$ cat src/rtl/xdm_pkg.sv
// Shared types and constants for the XOR delta / mask filter block.
// Used by every module under rtl/ except xdm_ram; depends on nothing.
`timescale 1ns / 1ps
`default_nettype none

package xdm_pkg;

  localparam int WORD_W         = 64;
  localparam int BLOCK_NUM_W    = 32;
  localparam int FILTER_INDEX_W = 9;
  localparam int BLOCK_WORDS_W  = 10;
  localparam int CFG_IDX_W      = 4;
  localparam int CFG_DATA_W     = 10;

  localparam int DEF_MAX_BLOCK_WORDS = 512;
  localparam int DEF_RES_DEPTH       = 4;

  localparam logic [BLOCK_WORDS_W-1:0] BLOCK_WORDS_RESET = 10'd512;

  // input command codes
  localparam logic CMD_DATA = 1'b0;
  localparam logic CMD_LOAD = 1'b1;

  // result kinds
  localparam logic KIND_DELTA = 1'b0;
  localparam logic KIND_HIT   = 1'b1;

  // mode register codes
  localparam logic MODE_DELTA  = 1'b0;
  localparam logic MODE_FILTER = 1'b1;

  typedef enum logic [CFG_IDX_W-1:0] {
    CFG_BLOCK_WORDS = 4'd0,
    CFG_MODE        = 4'd1
  } cfg_idx_e;

  // data word handed from the front stage to the back stage
  typedef struct packed {
    logic              valid;
    logic              last;
    logic [WORD_W-1:0] word;
  } op_t;

  typedef struct packed {
    logic                   kind;
    logic [WORD_W-1:0]      delta_word;
    logic [BLOCK_NUM_W-1:0] block_number;
    logic                   last_in_block;
  } res_t;

  typedef struct packed {
    logic valid;
    res_t res;
  } res_push_t;

endpackage

`default_nettype wire

$ cat src/rtl/xdm_fifo.sv
// Result queue between the back stage and the output ports.
// Small register array with wrap-around pointers. Uses xdm_pkg.
`timescale 1ns / 1ps
`default_nettype none

module xdm_fifo
  import xdm_pkg::*;
#(
  parameter int DEPTH = DEF_RES_DEPTH,
  localparam int AW = (DEPTH > 1) ? $clog2(DEPTH) : 1,
  localparam int CW = $clog2(DEPTH + 1)
) (
  input  wire logic          clk_i,
  input  wire logic          rst_ni,
  input  wire logic          push_i,
  input  wire res_t          data_i,
  input  wire logic          pop_i,
  output logic               empty_o,
  output res_t               data_o,
  output logic      [CW-1:0] count_o
);

  res_t          mem_q [DEPTH];
  logic [AW-1:0] wr_ptr_q, rd_ptr_q;
  logic [CW-1:0] count_q;
  logic          do_pop;

  assign empty_o = (count_q == '0);
  assign do_pop  = pop_i && !empty_o;
  assign data_o  = mem_q[rd_ptr_q];
  assign count_o = count_q;

  always_ff @(posedge clk_i) begin
    if (push_i) begin
      mem_q[wr_ptr_q] <= data_i;
    end
  end

  always_ff @(posedge clk_i or negedge rst_ni) begin
    if (!rst_ni) begin
      wr_ptr_q <= '0;
      rd_ptr_q <= '0;
      count_q  <= '0;
    end else begin
      if (push_i) begin
        wr_ptr_q <= (wr_ptr_q == AW'(DEPTH - 1)) ? '0 : wr_ptr_q + AW'(1);
      end
      if (do_pop) begin
        rd_ptr_q <= (rd_ptr_q == AW'(DEPTH - 1)) ? '0 : rd_ptr_q + AW'(1);
      end
      count_q <= count_q + CW'(push_i) - CW'(do_pop);
    end
  end

endmodule

`default_nettype wire

$ cat config.mk
export PLATFORM = sky130hd
export DESIGN_NAME = xdm_fifo
export DESIGN_NICKNAME = d
export VERILOG_FILES = /design/src/rtl/xdm_pkg.sv /design/src/rtl/xdm_fifo.sv
export SDC_FILE = /design/constraint.sdc
export NUM_CORES = 1
export LEC_CHECK = 0
export BUFFER_PORTS_ARGS = -buffer_cell sky130_fd_sc_hd__buf_2
export CAP_MARGIN = 10
export CORE_ASPECT_RATIO = 1.2
export CORE_MARGIN = 2
export CORE_UTILIZATION = 45
export DETAILED_ROUTE_END_ITERATION = 8
export GPL_TIMING_DRIVEN = 1
export PLACE_DENSITY = 0.65
export SYNTH_ARGS = -nofsm -noshare
export SYNTH_HDL_FRONTEND = slang
export SYNTH_SLANG_ARGS = --single-unit
$ cat constraint.sdc
create_clock -name clk_i -period 4.39 [get_ports clk_i]
set_input_delay 0.439 -clock clk_i [delete_from_list [all_inputs] [get_ports clk_i]]
set_output_delay 0.439 -clock clk_i [all_outputs]
set_load 0.05 [all_outputs]
==> impl_metrics.json <==
{
  "hold_depth": 1,
  "wire_per_inst_um": 22.35,
  "antenna_found_initial": 4,
  "numCtsBuffers": 40,
  "final_common_cell": "edfxtp_1",
  "synth_top_area_cell": "edfxtp_1",
  "overflow": 0,
  "post_drt_via_cell_ratio": 5.308,
  "hold_end": "mem_q[2][85]",
  "initial_utilization": 0.4557,
  "clk_path_buf_depth": 3,
  "status": "complete, no violations",
  "syn_avg_cell_area_um2": 26.69,
  "reg2reg_from": "count_o[1]",
  "synth.distinct_cells": 20,
  "final_nets": 894,
  "cts_tree": "done",
  "cp-start-kind": "flop",
  "clock-sinks": 399,
  "vias": 6486,
  "root_buffer": "clkbuf_16",
  "ctsResizeCount": 0,
  "postSynthCellCount": 549,
  "ys_seq_area_frac": 0.8152,
  "max_clock_freq_mhz": 313.3,
  "cap_violations": 0,
  "r2r-end": "count_o[2]",
  "postRouteAntennaNets": 0,
  "rows": 72,
  "portBuffers": 203,
  "netlist.area_leader.share": 0.8032,
  "drv_slew": 0,
  "hp-class": "primary input to flop",
  "grt_max_degree": 75,
  "skew_ns": 0.02602,
  "htree_levels": 2,
  "yosysWarnings": 0,
  "critical_path_arrival_ns": 2.75,
  "fin_cells": 1222,
  "die_w_um": 168.7,
  "syn_to_final_growth_pct": 17.94,
  "drc": 0,
  "vdd_drop_max_mv": 0.5839,
  "multiInputGateArea_um2": 2429,
  "core_um2": 32160,
  "place.gp.congestion": 0.6900,
  "grt_pass1_vias": 7247,
  "drtIter0Drc": 516,
  "firstDrtPassIters": 4,
  "fin_crit_ns": 3.192,
  "rrSetupSlack_ns": 2.04,
  "track_usage": 0.1633,
  "drive_above_1_share": 0.4595,
  "clock_latency_ns": 0.54,
  "synth-seq-cells": 399,
  "fin_setup_tns_ns": 0,
  "worstPathRequired_ns": 3.95,
  "dieArea_um2": 34030,
  "period_share": 0.7271,
  "clk_pin_slew_worst_paths_ns": 0.06,
  "synth_fp_nets": 659,
  "slew_headroom": 0.3299,
  "die_h_um": 201.7,
  "synth_area_um2": 14660,
  "cellLeakagePower_nw": 5.909,
  "fill_cells": 2437,
  "final-setup-viol-count": 0,
  "totalWireLength_mm": 27.32,
  "crit_type": "flop to output port",
  "cp_max_fo": 43,
  "layout_common_cells": "edfxtp_1 (392), buf_2 (203), mux4_2 (98)",
  "rr_worst_depth": 9,
  "power_density_nw_per_um2": 762.7,
  "dpl.hpwl_mm": 16.54,
  "place_inst": 1148,
  "hold_path.startpoint": "data_i[85]",
  "hold_viol": 0,
  "ios": 204,
  "regArea_um2": 11950,
  "grt_setup_unrepaired": "false",
  "tightestPinTransition_ns": 1.005,
  "grt_pass1_wl_mm": 41.90,
  "end_kind": "output port",
  "yosys-top-cells-area": "edfxtp_1 (80%), mux4_2 (15%), buf_12 (1.2%), dfrtp_1 (1.2%), ha_1 (0.60%)"
}
Yosys cell counts:
master	n
edfxtp_1	392
mux4_2	98
buf_2	10
buf_12	9
dfrtp_1	7
ha_1	7
inv_1	7
and2_1	4
mux2_2	2
o21ai_0	2
xnor2_1	2
buf_4	1
buf_6	1
buf_8	1
fa_1	1
nand2_1	1
nor2_1	1
nor3_1	1
o31ai_1	1
or3b_2	1
worst max-delay path, stage by stage, from the launching register on:
cell and delay (ns):
dfrtp_4 1.01, buf_12 0.36, mux4_2 0.58, buf_2 0.23
final cells by class:
cell class	count	area share
clock buffer	50	0.06255
inverter	7	0.001520
clock inverter	22	0.007891
sequential	399	0.6916
multi-input combinational	121	0.1405
timing repair buffer	215	0.06631
antenna	1	0.0001448
tap	407	0.02946
power by group:
group	switching (mW)	leakage (nW)	total, mW	internal, mW
clock network	1.33	0.601	3.14	1.80
registers	0.319	3.68	5.21	4.89
logic	3.37	1.63	4.84	1.47
metal layers:
layer  share of wire  routed length, µm  global-route usage  vias to the layer above
li1                -                  -                   -                     2844
met1            0.38              10430              0.1902                     3401
met2            0.52              14320              0.2892                      191
met3           0.071               1948             0.05153                       44
met4           0.021                569             0.04865                        6
met5          0.0016                 44                   0                        -
sequential cells by signal, summed over array words and instances (netlist names):
register  cells
rd_ptr_q      2
wr_ptr_q      2
mem_q       392
count_o       3
through the flow:
step	setup slack [ns]	area (µm²)	power, mW	hold slack, ns	utilization
after floorplan	1.037	14660	9.269	0.1434	-
after CTS	1.074	17280	13.39	0.08647	0.5373
final	1.198	17280	13.18	0.1125	0.5374
after global routing	0.9650	17280	13.74	0.1003	0.5373
after detailed placement	1.664	16050	10.23	0.2850	0.4992
after global placement	1.679	16050	10.14	0.2752	0.4992
cell families (layout without fill, tap and decap cells):
family	Yosys count	after routing	synth area share
XOR/XNOR	2	2	0.001195
buffers and inverters	29	294	0.01981
other	0	1	0
multiplexers	100	100	0.1521
flip-flops	399	399	0.8152
adder cells (fa/ha/maj)	8	8	0.007342
AO/OA/AOI/OAI	3	3	0.001195
AND/OR/NAND/NOR	8	8	0.003158
how the worst max path moves through the flow:
stage | endpoint | slack [ns] | cells past startpoint | startpoint
after detailed placement | data_o[62] | 1.66 | 3 | rd_ptr_q[0]
final | data_o[88] | 1.20 | 3 | rd_ptr_q[0]
after global routing | data_o[88] | 0.97 | 3 | rd_ptr_q[0]
after CTS | data_o[62] | 1.07 | 3 | rd_ptr_q[0]
after floorplan | mem_q[2][0] | 1.04 | 3 | wr_ptr_q[0]
after global placement | data_o[62] | 1.68 | 3 | rd_ptr_q[0]
repair_timing:
action                                 4_1_cts  5_1_grt
endpoints found under the hold margin        7        0
hold buffers                                 1        0
setup buffers                                0        0
No activity file was read; power rests on OpenSTA's default activity.
