===== src/rtl/xdm_pkg.sv =====
// Shared types and constants for the XOR delta / mask filter block.
// Used by every module under rtl/ except xdm_ram; depends on nothing.
`timescale 1ns / 1ps
`default_nettype none

package xdm_pkg;

  localparam int WORD_W         = 64;
  localparam int BLOCK_NUM_W    = 32;
  localparam int FILTER_INDEX_W = 9;
  localparam int BLOCK_WORDS_W  = 10;
  localparam int CFG_IDX_W      = 4;
  localparam int CFG_DATA_W     = 10;

  localparam int DEF_MAX_BLOCK_WORDS = 512;
  localparam int DEF_RES_DEPTH       = 4;

  localparam logic [BLOCK_WORDS_W-1:0] BLOCK_WORDS_RESET = 10'd512;

  // input command codes
  localparam logic CMD_DATA = 1'b0;
  localparam logic CMD_LOAD = 1'b1;

  // result kinds
  localparam logic KIND_DELTA = 1'b0;
  localparam logic KIND_HIT   = 1'b1;

  // mode register codes
  localparam logic MODE_DELTA  = 1'b0;
  localparam logic MODE_FILTER = 1'b1;

  typedef enum logic [CFG_IDX_W-1:0] {
    CFG_BLOCK_WORDS = 4'd0,
    CFG_MODE        = 4'd1
  } cfg_idx_e;

  // data word handed from the front stage to the back stage
  typedef struct packed {
    logic              valid;
    logic              last;
    logic [WORD_W-1:0] word;
  } op_t;

  typedef struct packed {
    logic                   kind;
    logic [WORD_W-1:0]      delta_word;
    logic [BLOCK_NUM_W-1:0] block_number;
    logic                   last_in_block;
  } res_t;

  typedef struct packed {
    logic valid;
    res_t res;
  } res_push_t;

endpackage

`default_nettype wire


===== src/rtl/xdm_back.sv =====
// Back stage: combines a data word with the store read data, keeps the block
// state (previous-block flag, hit flag, block count) and builds results. Uses xdm_pkg.
`timescale 1ns / 1ps
`default_nettype none

module xdm_back
  import xdm_pkg::*;
(
  input  wire logic              clk_i,
  input  wire logic              rst_ni,
  input  wire op_t               op_i,
  input  wire logic [WORD_W-1:0] prev_rdata_i,
  input  wire logic [WORD_W-1:0] filt_rdata_i,
  input  wire logic              mode_i,
  input  wire logic              clear_i,
  output res_push_t              push_o
);

  logic                   have_prev_q, have_prev_d;
  logic                   hit_q, hit_d;
  logic [BLOCK_NUM_W-1:0] count_q, count_d;
  logic                   hit_now;

  assign hit_now = hit_q || ((op_i.word & filt_rdata_i) != '0);

  always_comb begin
    push_o.valid              = 1'b0;
    push_o.res.kind           = KIND_DELTA;
    push_o.res.delta_word     = op_i.word ^ prev_rdata_i;
    push_o.res.block_number   = '0;
    push_o.res.last_in_block  = op_i.last;
    if (mode_i == MODE_DELTA) begin
      push_o.valid = op_i.valid && have_prev_q;
    end else begin
      push_o.valid              = op_i.valid && op_i.last && hit_now;
      push_o.res.kind           = KIND_HIT;
      push_o.res.delta_word     = '0;
      push_o.res.block_number   = count_q;
      push_o.res.last_in_block  = 1'b1;
    end
  end

  always_comb begin
    have_prev_d = have_prev_q;
    hit_d       = hit_q;
    count_d     = count_q;
    if (clear_i) begin
      have_prev_d = 1'b0;
      hit_d       = 1'b0;
    end else if (op_i.valid) begin
      if (op_i.last) begin
        have_prev_d = 1'b1;
        hit_d       = 1'b0;
        count_d     = count_q + BLOCK_NUM_W'(1);
      end else if (mode_i == MODE_FILTER) begin
        hit_d = hit_now;
      end
    end
  end

  always_ff @(posedge clk_i or negedge rst_ni) begin
    if (!rst_ni) begin
      have_prev_q <= 1'b0;
      hit_q       <= 1'b0;
      count_q     <= '0;
    end else begin
      have_prev_q <= have_prev_d;
      hit_q       <= hit_d;
      count_q     <= count_d;
    end
  end

  a_no_delta_first_block: assert property (@(posedge clk_i) disable iff (!rst_ni)
    (push_o.valid && push_o.res.kind == KIND_DELTA) |-> have_prev_q)
    else $error("delta result before a full previous block");

  a_count_steps_at_end: assert property (@(posedge clk_i) disable iff (!rst_ni)
    (op_i.valid && op_i.last && !clear_i) |=> (count_q == $past(count_q) + 32'd1))
    else $error("block count did not advance at block end");

endmodule

`default_nettype wire


===== config.mk =====
export PLATFORM = sky130hd
export DESIGN_NAME = xdm_back
export DESIGN_NICKNAME = d
export VERILOG_FILES = /design/src/rtl/xdm_pkg.sv /design/src/rtl/xdm_back.sv
export SDC_FILE = /design/constraint.sdc
export NUM_CORES = 1
export LEC_CHECK = 0
export ABC_CLOCK_PERIOD_IN_PS = 3900
export BUFFER_PORTS_ARGS = -buffer_cell sky130_fd_sc_hd__buf_4
export CAP_MARGIN = 20
export CORE_AREA = 2 2 114 116
export DETAILED_ROUTE_END_ITERATION = 8
export DIE_AREA = 0 0 116 118
export PLACE_DENSITY = 0.62
export SYNTH_ARGS = -nofsm -noshare
export SYNTH_HDL_FRONTEND = slang
export SYNTH_SLANG_ARGS = --single-unit

===== constraint.sdc =====
create_clock -name clk_i -period 3.9 [get_ports clk_i]
set_clock_uncertainty 0.1 [all_clocks]
set_input_delay 0.78 -clock clk_i [delete_from_list [all_inputs] [get_ports clk_i]]
set_output_delay 0.78 -clock clk_i [all_outputs]
set_load 0.1 [all_outputs]

==> qor_table.md, run 1 <==
| Quantity | Value | Unit |
| --- | --- | --- |
| Clock Sinks | 34 | - |
| Initial Utilization | 23.9 | % |
| Class of the tightest hold or removal check | in -> async | - |
| Final clock period utilization by the worst path | 94.4 | % |
| Num ports | 297 | - |
| Final critical-path required period | 3.68 | ns |
| Power Density | 356 | nW/um2 |
| Worst vdd rail ir drop | 0.000171 | V |
| Number of antenna violations at the first check in global routing | 1 | - |
| Wire length per cell | 19.7 | um |
| Most common cell after layout, fill and taps aside | sky130_fd_sc_hd__buf_4 | - |
| Routability congestion estimate | 0.955 | - |
| Highest-count cells in the layout ignoring fill and taps | sky130_fd_sc_hd__buf_4, sky130_fd_sc_hd__xnor2_1, sky130_fd_sc_hd__nor2_1 | - |
| Global-route wire length before repair | 23.3 | mm |
| Result of the run | finished clean | - |
| H-tree depth | 2 | - |
| Top fanout value on the critical path | 2 | - |
| Post-synthesis sequential element count | 34 | - |
| Remaining antenna violation count after routing | 0 | - |
| Total count of hold-check failures in the final report | 0 | - |
| Length of the first detailed-routing pass in iterations | 4 | - |
| Setup repair after global routing missed its margin | no | - |
| Leak Pwr | 2.78 | nW |
| Final Slew Violations | 0 | - |
| CTS Buffer Depth | 2 | - |
| Clock latency on the worst-skew pair | 0.28 | ns |
| Count of maximum capacitance violations | 0 | - |
| Die Y-Extent | 118 | um |
| Netlist cell types | 36 | - |
| Count of antenna diodes in the layout | 0 | - |
| Aggregate negative setup slack | 0 | ns |
| Aggregate global routing overflow | 0 | - |
| Biggest area consumer among synthesized cells | sky130_fd_sc_hd__dfrtp_1 | - |
| Via count of the first global-routing pass | 3905 | - |
| IO buf count | 296 | - |
| Worst Tran Pin Value | 0.795 | ns |
| # setup viols final | 0 | - |
| Endpoint class of the critical path | primary output | - |
| Worst slew margin | 47.0 | % |
| Area contributors post-synth | sky130_fd_sc_hd__dfrtp_1, sky130_fd_sc_hd__xnor2_1, sky130_fd_sc_hd__nor2_1 | - |
| Share of layout cells above drive strength 1 | 49.0 | % |
| Detailed Route WL | 16.2 | mm |
| Net count of the finished layout | 849 | - |
| Fraction of synthesized cell area taken by the top area cell type | 28.7 | % |
| Layout overhead on the synthesized area | 87.7 | % |
| Number of warnings printed during yosys synthesis | 0 | - |
| Cell chain of the critical path | buf_4, a222oi_1, nand4_1, o31a_1, a221o_1, buf_4 | - |
| Total track usage | 23.2 | % |
| Total power after layout | 0.00198 | W |
| Number of nets produced by synthesis | 556 | - |
| Seq/Total Area, Yosys | 28.7 | % |
| Setup crit start kind | input pin | - |
| Vias/cell | 4.48 | - |
| Worst path arrival time | 2.80 | ns |
| Cell with the largest stage delay on the worst path | sky130_fd_sc_hd__a222oi_1 | - |
| Clock-pin transition on the worst setup and hold timing paths | 0.06 | ns |
| Die area | 13700 | um2 |
| Site row count | 41 | - |
| Max incr delay on CP | 0.71 | ns |
| X dimension of the die | 116 | um |
| Number of instances resized during post-cts repair | 0 | - |
| Cts bufs inserted | 5 | - |
| Pin count of the biggest net entering global routing | 65 | - |
| Top cell by count, worst path | sky130_fd_sc_hd__buf_4 | - |
| Category of the critical setup timing path | in -> out | - |
| Detailed Route Iter0 Violations | 159 | - |
| Number of vias in the routed layout | 3686 | - |
| Mapped cell area | 2960 | um2 |
| Number of hold-repair buffers added at the cts stage | 0 | - |
| Post-synthesis instance total | 357 | - |
| Clock tree from TritonCTS | done | - |
| Upper clock frequency limit | 272 | MHz |
| Post-CTS Repair Setup Buffers | 0 | - |
| Required time of the worst setup path | 3.02 | ns |
| Post-route DRC violation count | 0 | - |
| Clock tree root driver cell | sky130_fd_sc_hd__clkbuf_16 | - |
| HPWL reported at the end of detailed placement | 14.5 | mm |
| Post-synthesis area per instance | 8.30 | um2 |
| Worst Hold Slack | 0.347 | ns |
| Area of the core region | 12400 | um2 |
## worst max-delay path, delay by kind of cell
kind | cells | cell delay [ns]
simple gates | 1 | 0.26
compound gates | 3 | 1.39
buf+inv | 2 | 0.37
## layout make-up
cell class | count | area (um2)
Multi-Input combinational cell | 305 | 2040
Tap cell | 172 | 215
Timing Repair Buffer | 298 | 2240
Inverter | 6 | 22.5
Sequential cell | 34 | 851
Fill cell | 1266 | 6850
Clock inverter | 3 | 68.8
Clock buffer | 5 | 125
## where the power goes
group,switching (W),leakage (nW),internal [W]
clock,0.000150,0.0940,0.000367
combinational,0.000734,2.24,0.000313
sequential,0.0000377,0.439,0.000380
total,0.000922,2.78,0.00106
## registers in the layout, indices dropped and copies added (netlist names)
register / count
count_q: 32
hit_q: 1
have_prev_q: 1
## cells by family after synthesis
logic type / after synthesis / share of synthesized area [%]
and+or+nand+nor: 172 / 30.7
buffers and inverters: 18 / 2.41
xor gates and xnor gates: 95 / 28.1
adders and majority gates: 1 / 0.422
AOI/OAI and AO/OA: 37 / 9.67
DFF: 34 / 28.7
## stage by stage
stage / cells / worst slack [ns] / area [um2] / utilization (%)
floorplan: 357 / 0.409 / 2960 / -
global placement: 815 / 0.200 / 5370 / 43.2
detailed placement: 815 / 0.224 / 5370 / 43.2
CTS: 823 / 0.214 / 5560 / 44.8
global route: 823 / 0.208 / 5560 / 44.8
finish: 823 / 0.218 / 5560 / 44.8
## cells in the mapped netlist
| cell type | count |
|---|---|
| sky130_fd_sc_hd__nand3b_4 | 1 |
| sky130_fd_sc_hd__nor2_1 | 75 |
| sky130_fd_sc_hd__nor4_4 | 2 |
| sky130_fd_sc_hd__nor3_1 | 3 |
| sky130_fd_sc_hd__ha_1 | 1 |
| sky130_fd_sc_hd__nor3_2 | 3 |
| sky130_fd_sc_hd__or2_2 | 1 |
| sky130_fd_sc_hd__and2_4 | 2 |
| sky130_fd_sc_hd__a22o_1 | 4 |
| sky130_fd_sc_hd__xor2_1 | 10 |
| sky130_fd_sc_hd__nand2_1 | 15 |
| sky130_fd_sc_hd__a22oi_1 | 22 |
| sky130_fd_sc_hd__o21ai_0 | 1 |
| sky130_fd_sc_hd__nor2b_1 | 1 |
| sky130_fd_sc_hd__and4_1 | 3 |
| sky130_fd_sc_hd__nand3_2 | 1 |
| sky130_fd_sc_hd__clkbuf_1 | 11 |
| sky130_fd_sc_hd__nand2_2 | 2 |
| sky130_fd_sc_hd__o21a_1 | 1 |
| sky130_fd_sc_hd__a221oi_1 | 4 |
| sky130_fd_sc_hd__nand4_1 | 12 |
| sky130_fd_sc_hd__and3_1 | 2 |
| sky130_fd_sc_hd__or3_1 | 1 |
| sky130_fd_sc_hd__a222oi_1 | 1 |
| sky130_fd_sc_hd__nor4_2 | 1 |
| sky130_fd_sc_hd__buf_4 | 1 |
| sky130_fd_sc_hd__nand3_1 | 13 |
| sky130_fd_sc_hd__inv_1 | 6 |
| sky130_fd_sc_hd__a21oi_1 | 2 |
| sky130_fd_sc_hd__dfrtp_1 | 34 |
| sky130_fd_sc_hd__a221o_1 | 1 |
| sky130_fd_sc_hd__o31a_1 | 1 |
| sky130_fd_sc_hd__xnor2_1 | 85 |
| sky130_fd_sc_hd__or2_1 | 1 |
| sky130_fd_sc_hd__and2b_1 | 1 |
| sky130_fd_sc_hd__and2_1 | 32 |
## worst paths after layout
path,startpoint,end,slack [ns],cells past startpoint
worst max-delay path,op_i[14],push_o[98],0.22,6
max in group asynchronous,rst_ni,hit_q,3.04,1
worst max register to register,count_q[0],count_q[20],1.91,6
worst min register to register,count_q[31],count_q[31],0.36,1
worst min-delay path,rst_ni,count_q[18],0.35,1
min in group clk_i,count_q[31],count_q[31],0.36,1
## routing by layer
| metal | up-vias | routed length (um) | global-route usage [%] |
|---|---|---|---|
| met3 | 22 | 1960 | 10.4 |
| met1 | 1692 | 6670 | 28.7 |
| met4 | 2 | 279 | 5.28 |
| li1 | 1784 | - | - |
| met5 | - | 11 | 0 |
| met2 | 186 | 7280 | 36.9 |
(Power assumes the default switching activity.)
==> run 2: changes to the inputs <==
--- a/config.mk
+++ b/config.mk
@@ -5,7 +5,7 @@
 export SDC_FILE = /design/constraint.sdc
 export NUM_CORES = 1
 export LEC_CHECK = 0
-export ABC_CLOCK_PERIOD_IN_PS = 3900
+export ABC_CLOCK_PERIOD_IN_PS = 4400
 export BUFFER_PORTS_ARGS = -buffer_cell sky130_fd_sc_hd__buf_4
 export CAP_MARGIN = 20
 export CORE_AREA = 2 2 114 116
==> constraint.sdc (replaced) <==
create_clock -name clk_i -period 4.4 [get_ports clk_i]
set_clock_uncertainty 0.1 [all_clocks]
set_input_delay 0.88 -clock clk_i [delete_from_list [all_inputs] [get_ports clk_i]]
set_output_delay 0.88 -clock clk_i [all_outputs]
set_load 0.1 [all_outputs]
==> run 2 against run 1 <==
  * Combinational power is 12% lower
  * Register-to-register slack better by 0.52 ns
  * Core utilization is 0.25 points lower
  * Clock-buffer cell count stayed put
  * Sequential cell count stayed put
  * Final area is 0.56% lower
  * Total power is 14% lower
  * Critical endpoint unchanged
  * Largest power group unchanged
  * Highest routed layer unchanged
==> qor_table.md, run 2 (same netlist as run 1, synthesis figures left out) <==
| Quantity | Value | Unit |
| --- | --- | --- |
| Result of the run | finished clean | - |
| X dimension of the die | 116 | um |
| Category of the critical setup timing path | in -> out | - |
| Placement Cell Area | 5360 | um2 |
| Number of vias in the routed layout | 3741 | - |
| Final core occ | 44.5 | % |
| Aggregate global routing overflow | 0 | - |
| Num ports | 297 | - |
| Most common cell after layout, fill and taps aside | sky130_fd_sc_hd__buf_4 | - |
| Reg with most FFs | count_q | - |
| Worst vdd rail ir drop | 0.000133 | V |
| Met3 Track Usage GR | 9.37 | % |
| Area of the core region | 12400 | um2 |
| Met1 track demand over resource | 29.7 | % |
| IO buf count | 296 | - |
| Clock-pin transition on the worst setup and hold timing paths | 0.06 | ns |
| Total track usage | 23.1 | % |
| Max incr delay on CP | 0.67 | ns |
| Post-Layout Cell Count | 822 | - |
| HPWL reported at the end of detailed placement | 14.5 | mm |
| Length of the first detailed-routing pass in iterations | 4 | - |
| Die area | 13700 | um2 |
| Upper clock frequency limit | 259 | MHz |
| Clock latency on the worst-skew pair | 0.28 | ns |
| Pin count of the biggest net entering global routing | 55 | - |
| Via count of the first global-routing pass | 3801 | - |
| GRT met2 Usage | 36.3 | % |
| CTS Buffer Depth | 2 | - |
| Setup crit start kind | input pin | - |
| # setup viols final | 0 | - |
| Clock Sinks | 34 | - |
| Largest register FFs | 32 | - |
| Power Density | 308 | nW/um2 |
| Vias/cell | 4.55 | - |
| Endpoint class of the critical path | primary output | - |
| Aggregate negative setup slack | 0 | ns |
| Global-route wire length before repair | 23.2 | mm |
| Cell chain of the critical path | buf_4, a222oi_1, nand4_1, o31a_1, a221o_1, buf_4 | - |
| Buffering stage count on the worst path with inverters included | 2 | - |
| Number of hold-repair buffers added at the cts stage | 0 | - |
| Power share of the sequential group | 21.7 | % |
| Cell with the largest stage delay on the worst path | sky130_fd_sc_hd__a222oi_1 | - |
| Net count of the finished layout | 848 | - |
| Gr busiest metal | met2 | - |
| Top cell by count, worst path | sky130_fd_sc_hd__buf_4 | - |
| Layout overhead on the synthesized area | 86.6 | % |
| Clock tree root driver cell | sky130_fd_sc_hd__clkbuf_16 | - |
| Final clock period utilization by the worst path | 87.7 | % |
| Combinational fraction of design power | 54.6 | % |
| Setup repair after global routing missed its margin | no | - |
| Worst slew margin | 50.8 | % |
| Post-route cell area | 5530 | um2 |
| Clock tree from TritonCTS | done | - |
| Remaining antenna violation count after routing | 0 | - |
| Class of the tightest hold or removal check | reg -> reg | - |
| Worst path arrival time | 2.88 | ns |
| Net switching power | 0.000822 | W |
| Register area | 851 | um2 |
| Total count of hold-check failures in the final report | 0 | - |
| H-tree depth | 2 | - |
| Post-route DRC violation count | 0 | - |
| Initial Utilization | 23.9 | % |
| Area occupied by multi-input gates | 2040 | um2 |
| Count of maximum capacitance violations | 0 | - |
| Detailed Route Iter0 Violations | 152 | - |
| Post-CTS Repair Setup Buffers | 0 | - |
| Required time of the worst setup path | 3.42 | ns |
| Count of antenna diodes in the layout | 0 | - |
| Die Y-Extent | 118 | um |
| Cell type group with the largest total delay on the critical path | compound AO/OA/AOI/OAI gates | - |
| Number of antenna violations at the first check in global routing | 1 | - |
| Largest registers | count_q (32), have_prev_q (1), hit_q (1) | - |
| Leak Pwr | 2.75 | nW |
| Worst Tran Pin Value | 0.738 | ns |
| Layout filler cell count | 1306 | - |
| Share of layout cells above drive strength 1 | 48.9 | % |
| Routability congestion estimate | 0.923 | - |
| Final critical-path required period | 3.86 | ns |
| Cts bufs inserted | 5 | - |
| Clk pwr share | 23.7 | % |
| Site row count | 41 | - |
| Number of instances resized during post-cts repair | 0 | - |
| Detailed Route WL | 16.2 | mm |
| Final Slew Violations | 0 | - |
| Top fanout value on the critical path | 2 | - |
| Wire length per cell | 19.7 | um |
| # placed instances | 814 | - |
| Highest-count cells in the layout ignoring fill and taps | sky130_fd_sc_hd__buf_4, sky130_fd_sc_hd__xnor2_1, sky130_fd_sc_hd__nor2_1 | - |
| Sw Ratio | 48.3 | % |
| Worst Hold Slack | 0.357 | ns |
| Internal Power | 0.000880 | W |
run 2: cell types whose count changed in the layout (fill, tap and decap cells not counted), sizes merged:
| cell | delta |
|---|---|
| buf | -1 |
| bufinv | -1 |
| clkinv | -1 |
| clkinvlp | +2 |
run 2: final timing paths:
path | startpoint | end | slack, ns | depth (start not counted)
setup / recovery | op_i[14] | push_o[98] | 0.54 | 6
hold / removal | count_q[31] | count_q[31] | 0.36 | 1
setup reg to reg | count_q[0] | count_q[18] | 2.43 | 6
hold reg to reg | count_q[31] | count_q[31] | 0.36 | 1
max in group asynchronous | rst_ni | count_q[8] | 3.44 | 1
min in group asynchronous | rst_ni | count_q[18] | 0.44 | 1
run 2: layout make-up:
class | count | share of cell area, %
Clock buffer | 5 | 2.26
Clock inverter | 3 | 0.815
Inverter | 6 | 0.407
Multi-Input combinational cell | 305 | 36.9
Sequential cell | 34 | 15.4
Tap cell | 172 | 3.89
Timing Repair Buffer | 297 | 40.3
run 2: metrics by stage:
step                      setup slack [ns]  total power (W)
after detailed placement             0.577          0.00131
after global routing                 0.567          0.00177
after floorplan                      0.709         0.000977
after global placement               0.566          0.00130
after CTS                            0.569          0.00171
final                                0.543          0.00170
run 2: power groups by stage:
| stage | logic (W) | clock network (W) | registers (W) |
|---|---|---|---|
| 3_5_place_dp | 0.000933 | 0 | 0.000376 |
| 4_1_cts | 0.000934 | 0.000410 | 0.000371 |
| 5_1_grt | 0.000969 | 0.000425 | 0.000376 |
| 6_report | 0.000929 | 0.000403 | 0.000370 |
| 2_1_floorplan | 0.000611 | 0 | 0.000366 |
| 3_3_place_gp | 0.000927 | 0 | 0.000375 |
run 2: routing by layer:
| layer | vias to the layer above | wire (um) |
|---|---|---|
| met5 | - | 16 |
| met4 | 2 | 276 |
| met3 | 25 | 1900 |
| met2 | 199 | 7280 |
| met1 | 1732 | 6710 |
| li1 | 1783 | - |
